==> config.mk <==
export PLATFORM = sky130hd
export DESIGN_NAME = batch_ticket_fifo_top_flat
export DESIGN_NICKNAME = d
export VERILOG_FILES = /design/src/sv/bft_pkg.sv /design/src/sv/bft_if.sv /design/src/sv/bft_ring.sv /design/src/sv/batch_ticket_fifo_top.sv /design/src/flat_wrapper.sv
export SDC_FILE = /design/constraint.sdc
export NUM_CORES = 1
export LEC_CHECK = 0
export BUFFER_PORTS_ARGS = -buffer_cell sky130_fd_sc_hd__buf_4
export CORE_ASPECT_RATIO = 0.8
export CORE_MARGIN = 2
export CORE_UTILIZATION = 25
export CTS_BUF_LIST = sky130_fd_sc_hd__clkbuf_8 sky130_fd_sc_hd__clkbuf_16
export DETAILED_ROUTE_END_ITERATION = 6
export GPL_ROUTABILITY_DRIVEN = 0
export HOLD_SLACK_MARGIN = 0.08
export PLACE_DENSITY = 0.45
export SYNTH_ARGS = -nofsm -noshare
export SYNTH_HDL_FRONTEND = slang
export SYNTH_SLANG_ARGS = --single-unit
==> constraint.sdc <==
create_clock -name clk -period 3.92 [get_ports clk]
set_clock_uncertainty 0.1 [all_clocks]
set_input_delay 0.784 -clock clk [delete_from_list [all_inputs] [get_ports clk]]
set_output_delay 0.784 -clock clk [all_outputs]
set_load 0.01 [all_outputs]
==> src/sv/bft_pkg.sv <==
// Types and fixed constants shared by the batch ticket FIFO files.
package bft_pkg;

  localparam int FUNC_W   = 2;
  localparam int COUNT_W  = 8;
  localparam int POS_W    = 4;
  localparam int STATUS_W = 2;
  localparam int TICKET_W = 32;

  typedef enum logic [FUNC_W-1:0] {
    FUNC_PUSH = 2'd0,
    FUNC_POP  = 2'd1,
    FUNC_READ = 2'd2,
    FUNC_NOP  = 2'd3
  } func_t;

  typedef enum logic [STATUS_W-1:0] {
    ST_OK        = 2'd0,
    ST_OVERFLOW  = 2'd1,
    ST_UNDERFLOW = 2'd2
  } status_t;

  typedef enum logic [2:0] {
    S_IDLE,
    S_EXEC,
    S_PUSH,
    S_SKIP,
    S_READ,
    S_DONE
  } state_t;

  // strobes from the sequencer to the ring store
  typedef struct packed {
    logic wr_en;
    logic rd_en;
  } ring_req_t;

endpackage

==> src/sv/bft_if.sv <==
// Valid/ready channel interfaces for requests and results.
interface bft_in_if;
  logic                            valid;
  logic                            ready;
  logic [bft_pkg::FUNC_W-1:0]      func;
  logic [bft_pkg::COUNT_W-1:0]     count;
  logic [bft_pkg::POS_W-1:0]       position;

  modport source (output valid, func, count, position, input ready);
  modport sink   (input valid, func, count, position, output ready);
endinterface

interface bft_out_if #(parameter int OCC_W = 5);
  logic                            valid;
  logic                            ready;
  logic [bft_pkg::STATUS_W-1:0]    status;
  logic [OCC_W-1:0]                occupancy;
  logic [bft_pkg::TICKET_W-1:0]    entry_value;

  modport source (output valid, status, occupancy, entry_value, input ready);
  modport sink   (input valid, status, occupancy, entry_value, output ready);
endinterface

==> src/sv/bft_ring.sv <==
// Ring store of ticket entries: one write port, one registered read port.
module bft_ring #(
  parameter int DEPTH = 16,
  parameter int IDX_W = 4
) (
  input  logic                          clk,
  input  bft_pkg::ring_req_t            req,
  input  logic [IDX_W-1:0]              waddr,
  input  logic [bft_pkg::TICKET_W-1:0]  wdata,
  input  logic [IDX_W-1:0]              raddr,
  output logic [bft_pkg::TICKET_W-1:0]  rdata
);

  logic [bft_pkg::TICKET_W-1:0] mem [DEPTH];
  logic [bft_pkg::TICKET_W-1:0] rdata_r;

  always_ff @(posedge clk) begin
    if (req.wr_en) begin
      mem[waddr] <= wdata;
    end
    if (req.rd_en) begin
      rdata_r <= mem[raddr];
    end
  end

  assign rdata = rdata_r;

endmodule

==> src/sv/batch_ticket_fifo_top.sv <==
// Batch ticket FIFO: top level with operation sequencer and result register.
//
// A queue of up to DEPTH numbered clients. A push of n stamps each client
// with the next value of a 32-bit ticket counter and appends it; clients
// that do not fit are dropped but still consume ticket numbers, and the
// result reports overflow. A pop of n drops n front entries, or empties
// the queue and reports underflow if n exceeds the occupancy. A read
// returns the ticket at a position from the front, or 0 past the back.
// Every request gives exactly one result with the new occupancy. The block
// takes one request at a time: after its transfer a request passes the
// execute state; a push then has one write state per client appended,
// since the single write port of the ring stores one ticket per cycle,
// then a skip state; a read that hits has a registered memory read state;
// all end in the done state. A result still waiting in the output register
// holds the following request in its done state until the register frees,
// so it also delays the request transfer after that one.
module batch_ticket_fifo_top #(
  parameter int DEPTH = 16
) (
  input  logic        clk,
  input  logic        rst_n,
  bft_in_if.sink      in_ch,
  bft_out_if.source   out_ch
);

  localparam int IDX_W = (DEPTH > 1) ? $clog2(DEPTH) : 1;
  localparam int OCC_W = $clog2(DEPTH + 1);
  localparam int SUM_W = OCC_W + 1;
  localparam int N_W   = (OCC_W > bft_pkg::COUNT_W) ? OCC_W : bft_pkg::COUNT_W;
  localparam int CMP_W = (OCC_W > bft_pkg::POS_W) ? OCC_W : bft_pkg::POS_W;
  localparam int TW    = bft_pkg::TICKET_W;

  bft_pkg::state_t                state_r, state_nxt;
  logic [IDX_W-1:0]               head_r, head_nxt;
  logic [OCC_W-1:0]               fill_r, fill_nxt;
  logic [TW-1:0]                  ctr_r, ctr_nxt;
  logic                           out_valid_r, out_valid_nxt;

  bft_pkg::func_t                 func_r, func_nxt;
  logic [bft_pkg::COUNT_W-1:0]    count_r, count_nxt;
  logic [bft_pkg::POS_W-1:0]      pos_r, pos_nxt;
  logic [IDX_W-1:0]               tail_r, tail_nxt;
  logic [OCC_W-1:0]               remain_r, remain_nxt;
  logic [bft_pkg::COUNT_W-1:0]    skip_r, skip_nxt;
  bft_pkg::status_t               status_r, status_nxt;
  logic [TW-1:0]                  value_r, value_nxt;
  bft_pkg::status_t               out_status_r, out_status_nxt;
  logic [OCC_W-1:0]               out_occ_r, out_occ_nxt;
  logic [TW-1:0]                  out_value_r, out_value_nxt;

  // request decode
  logic [N_W-1:0]                 n_ext, fill_n, room_n, skip_w;
  logic [OCC_W-1:0]               room, take;
  logic                           over, underflow, hit;
  logic [CMP_W-1:0]               pos_ext;

  // shared ring index adder
  logic [IDX_W-1:0]               idx_a;
  logic [OCC_W-1:0]               idx_b;
  logic [SUM_W-1:0]               idx_raw;
  logic [IDX_W-1:0]               idx_sum;

  // shared ticket adder
  logic [TW-1:0]                  ctr_op, ctr_sum;

  bft_pkg::ring_req_t             ring_req;
  logic [IDX_W-1:0]               ring_raddr;
  logic [TW-1:0]                  ring_rdata;

  bft_ring #(.DEPTH(DEPTH), .IDX_W(IDX_W)) u_ring (
    .clk   (clk),
    .req   (ring_req),
    .waddr (tail_r),
    .wdata (ctr_sum),
    .raddr (ring_raddr),
    .rdata (ring_rdata)
  );

  always_comb begin
    n_ext     = N_W'(count_r);
    fill_n    = N_W'(fill_r);
    room      = OCC_W'(DEPTH) - fill_r;
    room_n    = N_W'(room);
    over      = n_ext > room_n;
    take      = over ? room : n_ext[OCC_W-1:0];
    skip_w    = n_ext - N_W'(take);
    underflow = n_ext > fill_n;
    pos_ext   = CMP_W'(pos_r);
    hit       = pos_ext < CMP_W'(fill_r);
  end

  // operands of both shared adders follow the sequencer state
  always_comb begin
    if (state_r == bft_pkg::S_PUSH) begin
      idx_a = tail_r;
      idx_b = OCC_W'(1);
    end else begin
      idx_a = head_r;
      case (func_r)
        bft_pkg::FUNC_PUSH: idx_b = fill_r;
        bft_pkg::FUNC_POP:  idx_b = n_ext[OCC_W-1:0];
        default:            idx_b = pos_ext[OCC_W-1:0];
      endcase
    end
    // both operands stay below twice the depth: one conditional subtract
    idx_raw = SUM_W'(idx_a) + SUM_W'(idx_b);
    if (idx_raw >= SUM_W'(DEPTH)) begin
      idx_raw = idx_raw - SUM_W'(DEPTH);
    end
    idx_sum = idx_raw[IDX_W-1:0];

    ctr_op  = (state_r == bft_pkg::S_PUSH) ? TW'(1) : TW'(skip_r);
    ctr_sum = ctr_r + ctr_op;
  end

  always_comb begin
    state_nxt      = state_r;
    head_nxt       = head_r;
    fill_nxt       = fill_r;
    ctr_nxt        = ctr_r;
    out_valid_nxt  = out_valid_r && !out_ch.ready;
    func_nxt       = func_r;
    count_nxt      = count_r;
    pos_nxt        = pos_r;
    tail_nxt       = tail_r;
    remain_nxt     = remain_r;
    skip_nxt       = skip_r;
    status_nxt     = status_r;
    value_nxt      = value_r;
    out_status_nxt = out_status_r;
    out_occ_nxt    = out_occ_r;
    out_value_nxt  = out_value_r;
    ring_req       = '0;
    ring_raddr     = idx_sum;

    case (state_r)
      bft_pkg::S_IDLE: begin
        if (in_ch.valid) begin
          func_nxt  = bft_pkg::func_t'(in_ch.func);
          count_nxt = in_ch.count;
          pos_nxt   = in_ch.position;
          state_nxt = bft_pkg::S_EXEC;
        end
      end
      bft_pkg::S_EXEC: begin
        value_nxt  = '0;
        status_nxt = bft_pkg::ST_OK;
        state_nxt  = bft_pkg::S_DONE;
        case (func_r)
          bft_pkg::FUNC_PUSH: begin
            tail_nxt   = idx_sum;
            remain_nxt = take;
            skip_nxt   = skip_w[bft_pkg::COUNT_W-1:0];
            status_nxt = over ? bft_pkg::ST_OVERFLOW : bft_pkg::ST_OK;
            state_nxt  = (take == '0) ? bft_pkg::S_SKIP : bft_pkg::S_PUSH;
          end
          bft_pkg::FUNC_POP: begin
            if (underflow) begin
              fill_nxt   = '0;
              status_nxt = bft_pkg::ST_UNDERFLOW;
            end else begin
              head_nxt = idx_sum;
              fill_nxt = fill_r - n_ext[OCC_W-1:0];
            end
          end
          bft_pkg::FUNC_READ: begin
            if (hit) begin
              ring_req.rd_en = 1'b1;
              state_nxt      = bft_pkg::S_READ;
            end
          end
          default: begin
          end
        endcase
      end
      bft_pkg::S_PUSH: begin
        ring_req.wr_en = 1'b1;
        ctr_nxt        = ctr_sum;
        tail_nxt       = idx_sum;
        fill_nxt       = fill_r + OCC_W'(1);
        remain_nxt     = remain_r - OCC_W'(1);
        if (remain_r == OCC_W'(1)) begin
          state_nxt = bft_pkg::S_SKIP;
        end
      end
      bft_pkg::S_SKIP: begin
        // dropped clients still consume ticket numbers
        ctr_nxt   = ctr_sum;
        state_nxt = bft_pkg::S_DONE;
      end
      bft_pkg::S_READ: begin
        value_nxt = ring_rdata;
        state_nxt = bft_pkg::S_DONE;
      end
      bft_pkg::S_DONE: begin
        if (!out_valid_r || out_ch.ready) begin
          out_valid_nxt  = 1'b1;
          out_status_nxt = status_r;
          out_occ_nxt    = fill_r;
          out_value_nxt  = value_r;
          state_nxt      = bft_pkg::S_IDLE;
        end
      end
      default: begin
        state_nxt = bft_pkg::S_IDLE;
      end
    endcase
  end

  always_ff @(posedge clk) begin
    if (!rst_n) begin
      state_r     <= bft_pkg::S_IDLE;
      head_r      <= '0;
      fill_r      <= '0;
      ctr_r       <= '0;
      out_valid_r <= 1'b0;
    end else begin
      state_r     <= state_nxt;
      head_r      <= head_nxt;
      fill_r      <= fill_nxt;
      ctr_r       <= ctr_nxt;
      out_valid_r <= out_valid_nxt;
    end
  end

  always_ff @(posedge clk) begin
    func_r       <= func_nxt;
    count_r      <= count_nxt;
    pos_r        <= pos_nxt;
    tail_r       <= tail_nxt;
    remain_r     <= remain_nxt;
    skip_r       <= skip_nxt;
    status_r     <= status_nxt;
    value_r      <= value_nxt;
    out_status_r <= out_status_nxt;
    out_occ_r    <= out_occ_nxt;
    out_value_r  <= out_value_nxt;
  end

  assign in_ch.ready        = (state_r == bft_pkg::S_IDLE);
  assign out_ch.valid       = out_valid_r;
  assign out_ch.status      = out_status_r;
  assign out_ch.occupancy   = out_occ_r;
  assign out_ch.entry_value = out_value_r;

  a_accept_exec: assert property (@(posedge clk) disable iff (!rst_n)
    (in_ch.valid && in_ch.ready) |=> (state_r == bft_pkg::S_EXEC))
    else $error("request transfer did not start execution");

  a_push_room: assert property (@(posedge clk) disable iff (!rst_n)
    (state_r == bft_pkg::S_PUSH) |-> (fill_r < OCC_W'(DEPTH)))
    else $error("ring write with queue full");

  a_fill_cap: assert property (@(posedge clk) disable iff (!rst_n)
    fill_r <= OCC_W'(DEPTH))
    else $error("occupancy beyond depth");

  a_underflow_empty: assert property (@(posedge clk) disable iff (!rst_n)
    (state_r == bft_pkg::S_EXEC && func_r == bft_pkg::FUNC_POP && underflow)
    |=> (fill_r == '0 && status_r == bft_pkg::ST_UNDERFLOW))
    else $error("pop underflow did not empty queue");

  a_result_load: assert property (@(posedge clk) disable iff (!rst_n)
    (state_r == bft_pkg::S_DONE && (!out_valid_r || out_ch.ready))
    |=> (out_valid_r && state_r == bft_pkg::S_IDLE))
    else $error("result not loaded into output register");

endmodule

==> src/flat_wrapper.sv <==
// flat-port wrapper written by rule: the top's interface ports become plain ports
module batch_ticket_fifo_top_flat 
#(
  parameter int DEPTH = 16
)
  (clk, rst_n, in_ch_valid, in_ch_func, in_ch_count, in_ch_position, in_ch_ready, out_ch_valid, out_ch_status, out_ch_occupancy, out_ch_entry_value, out_ch_ready);
  bft_in_if in_ch_i ();
  bft_out_if #(.OCC_W(($clog2(DEPTH + 1)))) out_ch_i ();
  input  logic clk;
  input  logic rst_n;
  input wire logic [$bits(in_ch_i.valid)-1:0] in_ch_valid;
  input wire logic [$bits(in_ch_i.func)-1:0] in_ch_func;
  input wire logic [$bits(in_ch_i.count)-1:0] in_ch_count;
  input wire logic [$bits(in_ch_i.position)-1:0] in_ch_position;
  output wire logic [$bits(in_ch_i.ready)-1:0] in_ch_ready;
  output wire logic [$bits(out_ch_i.valid)-1:0] out_ch_valid;
  output wire logic [$bits(out_ch_i.status)-1:0] out_ch_status;
  output wire logic [$bits(out_ch_i.occupancy)-1:0] out_ch_occupancy;
  output wire logic [$bits(out_ch_i.entry_value)-1:0] out_ch_entry_value;
  input wire logic [$bits(out_ch_i.ready)-1:0] out_ch_ready;
  assign in_ch_i.valid = in_ch_valid;
  assign in_ch_i.func = in_ch_func;
  assign in_ch_i.count = in_ch_count;
  assign in_ch_i.position = in_ch_position;
  assign in_ch_ready = in_ch_i.ready;
  assign out_ch_valid = out_ch_i.valid;
  assign out_ch_status = out_ch_i.status;
  assign out_ch_occupancy = out_ch_i.occupancy;
  assign out_ch_entry_value = out_ch_i.entry_value;
  assign out_ch_i.ready = out_ch_ready;
  batch_ticket_fifo_top #(.DEPTH(DEPTH)) u_core (.clk(clk), .rst_n(rst_n), .in_ch(in_ch_i), .out_ch(out_ch_i));
endmodule
==> results.cfg <==
[synthesis]
synth-seq-area-share = 0.7274
yosysTopAreaCell = edfxtp_1
ys_types = 69
netlist.area_leader.share = 0.6952
yosysWarnings = 0
synth_commonest_cells = 648 x edfxtp_1, 128 x mux4_2, 118 x nand2_1
syn-mean-instance-area_um2 = 17.58
synth_area_leaders = edfxtp_1 70%, mux4_2 10%, dfxtp_1 3.2%
postSynthNetCount = 1650
synth.cell_area_um2 = 27990
post_synthesis_instance_total = 1592
most_repeated_cell_in_the_gate_level_netlist_after_synthesis = edfxtp_1
ys_ff_latch = 693
dominantRegCellSynth = edfxtp_1
synth_enable_flop_cells = 648
synthArstFlopShare = 0

[grt]
track_usage = 0.1274
first_global_vias = 15635
grt_remaining_overflow = 0
global_route_wire_length_before_repair_um = 106800
grt_start_max_net_pins = 39
antenna_found_initial = 2

[timing]
post-route-min-period_ns = 3.858
final.period_utilization = 0.9842
finalSetupViolCount = 0
max_freq_ghz = 0.2592
timing_hold_violations_final = 0
worst-slew-pin-transition_ns = 1.235
normalized_max_slew_margin = 0.1736
final_max_slew_viol_count = 0
rsz_0062_raised_after_global_routing = yes

[status]
status = completed

[floorplanning]
rows = 109
fp.dieH_um = 303.3
pin_count = 59
floorplan.die.width_um = 378.1
core-area_um2 = 110700
fp.dieArea_um2 = 114700
floorplan.initialDensity = 0.2527

[routing]
routedWlPerCell_um = 21.72
vias = 14906
final_antenna_net_count = 0
routed_wirelength_um = 72730
drt_first_pass_iters = 5
drt_iter0_drc = 1261
drt-vias-per-instance = 4.452
detail_route.drc_violations = 0

[worst_setup_path]
required_ns = 4.19
worst_ep_arrival_time_ns = 4.12
crit_path_max_fanout = 5
sort_of_element_at_the_start_of_the_critical_path = register
critical_path_class = register to register
end_kind = register

[layout]
finalNetCount = 1850
drive_gt1_frac = 0.2798
finish.utilization = 0.3077
layoutNonFillerInstCount = 3348
syn2layout_area_growth_pct = 21.74

[pwr]
vdd.ir_drop.worst_v = 0.0002931
p_int_mw = 13.72
power_per_cell_area_nw_per_um2 = 536.4
power_frac_comb = 0.154
p_clk_frac = 0.384
switchingPower_mw = 4.563
total_leakage_power_nw = 11.41
totalPowerFinal_mw = 18.28
power.share.switching = 0.2496
seq_power_share = 0.462

[clock_tree]
clock_tree.htree_level_count = 3
clkSinkCount = 693
cts.root.buffer_cell = clkbuf_16
cts_buffer_depth = 3
cts_made_buffers = 75
hold_buf_count_cts = 0
worst_skew_pair.late_latency_ns = 0.62
path_clk_slew_ns = 0.06
cts_tree = built

[run]
drv_cap = 0

[placed_design]
io_buffer_count = 58
placed_cells = 3207
post-dp-hpwl_um = 43080

[hold_path]
worst_hold_path_type = input port to register
[state kept, by name (all words and copies together) (netlist names), 3 cells and up]
register	flops
u_core.state_r	3
u_core.u_ring.mem	512
u_core.remain_r	5
u_core.pos_r	4
u_core.tail_r	4
u_core.value_r	32
u_core.ctr_r	32
u_core.fill_r	5
u_core.u_ring.rdata	32
u_core.count_r	8
u_core.out_ch.entry_value	32
u_core.out_ch.occupancy	5
u_core.head_r	4
u_core.skip_r	8
[cells by family after synthesis]
logic type,after synthesis,share of synthesized area
AND/OR/NAND/NOR,368,0.06589
multiplexers,142,0.1080
XOR/XNOR,61,0.01909
adder cells (fa/ha/maj),40,0.01895
AO/OA/AOI/OAI,170,0.04229
flip-flops,693,0.7274
buffers and inverters,118,0.01833
[power by group through the flow]
| stage | Combinational [mW] | Sequential, mW | Clock (mW) |
|---|---|---|---|
| after floorplan | 1.75 | 8.58 | 0 |
| after global placement | 2.80 | 8.60 | 0 |
| after detailed placement | 2.81 | 8.60 | 0 |
| after CTS | 2.86 | 8.45 | 7.23 |
| after global routing | 3.08 | 8.46 | 7.51 |
| final | 2.82 | 8.44 | 7.01 |
[layout make-up]
cell class                      count  area (um2)
Fill cell                       10853       76670
Timing Repair Buffer              204        1769
Antenna cell                        2       5.005
Tap cell                         1498        1874
Clock inverter                     56       495.5
Sequential cell                   693       20370
Inverter                           37       143.9
Multi-Input combinational cell    781        7488
Clock buffer                       77        1927
[worst paths after layout]
path / endpoint / startpoint / slack [ns] / cells after the start
worst min-delay path: u_core.count_r[1]$_DFFE_PP_ / in_ch_count[1] / 0.24 / 1
worst max register to register: u_core.skip_r[5]$_DFFE_PP_ / u_core.fill_r[1]$_SDFFE_PN0P_ / 0.06 / 18
worst min register to register: u_core.out_ch.entry_value[1]$_DFFE_PP_ / u_core.value_r[1]$_SDFFCE_PP0P_ / 0.32 / 0
worst max-delay path: u_core.skip_r[5]$_DFFE_PP_ / u_core.fill_r[1]$_SDFFE_PN0P_ / 0.06 / 18
[timing repair]
action | CTS | global route
hold endpoints to repair | 0 | 0
endpoints found under the setup margin | 36 | 95
gates resized for setup | 11 | 25
buffers inserted | 4 | 2
pin swaps | 5 | 14
[worst max-delay path, stage by stage (launching register included)]
cell and delay [ns]:
dfxtp_4 0.37, inv_4 0.04, ha_4 0.15, and3_4 0.16, xnor2_4 0.18, inv_2 0.07, ha_4 0.26, nand2_1 0.04
or3_4 0.37, a21o_1 0.19, a31oi_4 0.26, mux2i_2 0.34, ha_1 0.27, nor2b_1 0.13, o21ai_1 0.17, a21boi_1 0.12
o21ai_1 0.19, nand2b_1 0.09, xnor2_1 0.13
[per-stage QoR]
step           hold WS [ns]  TNS (ns)  worst slack, ns  cell area, um2
2_1_floorplan        0.3003         0         0.005657           28040
3_3_place_gp         0.3057  -0.05948         -0.02839           31440
3_5_place_dp         0.3045    -1.675         -0.09940           31440
4_1_cts              0.1915         0       0.00002975           33940
5_1_grt              0.2000   -0.2600          -0.1207           34070
6_report             0.2419         0          0.06200           34070
[cells in the final DEF, fill, tap and decap left out, types with 5 or more instances in the layout]
cell,netlist,final
o21ai_0,19,16
a31oi_1,36,36
or3_1,8,7
inv_2,1,5
dfxtp_1,45,42
buf_4,2,185
buf_12,0,19
clkinv_1,0,12
a21oi_1,28,28
xnor2_1,39,32
nand3_1,18,18
a21o_1,8,8
mux4_2,128,128
nand2b_1,12,12
clkinv_2,0,15
inv_1,36,42
nand2_1,118,118
xnor2_2,0,5
nor2b_1,8,7
o21a_1,5,5
nand4_1,9,9
mux2i_1,13,10
a211oi_1,42,40
nor2_4,0,13
nor2_1,66,52
and2_1,75,75
ha_1,36,31
clkbuf_16,0,77
edfxtp_1,648,648
nor3_1,21,16
bufinv_16,0,8
xor2_1,22,18
[layer usage]
| layer | global-route usage | routed length (um) | up-vias |
|---|---|---|---|
| met1 | 0.1811 | 34920 | 7846 |
| met5 | 0 | 0 | - |
| met4 | 0.03292 | 1452 | 0 |
| met2 | 0.2007 | 33290 | 307 |
| li1 | - | - | 6652 |
| met3 | 0.02357 | 3063 | 101 |
(Power assumes the default switching activity.)
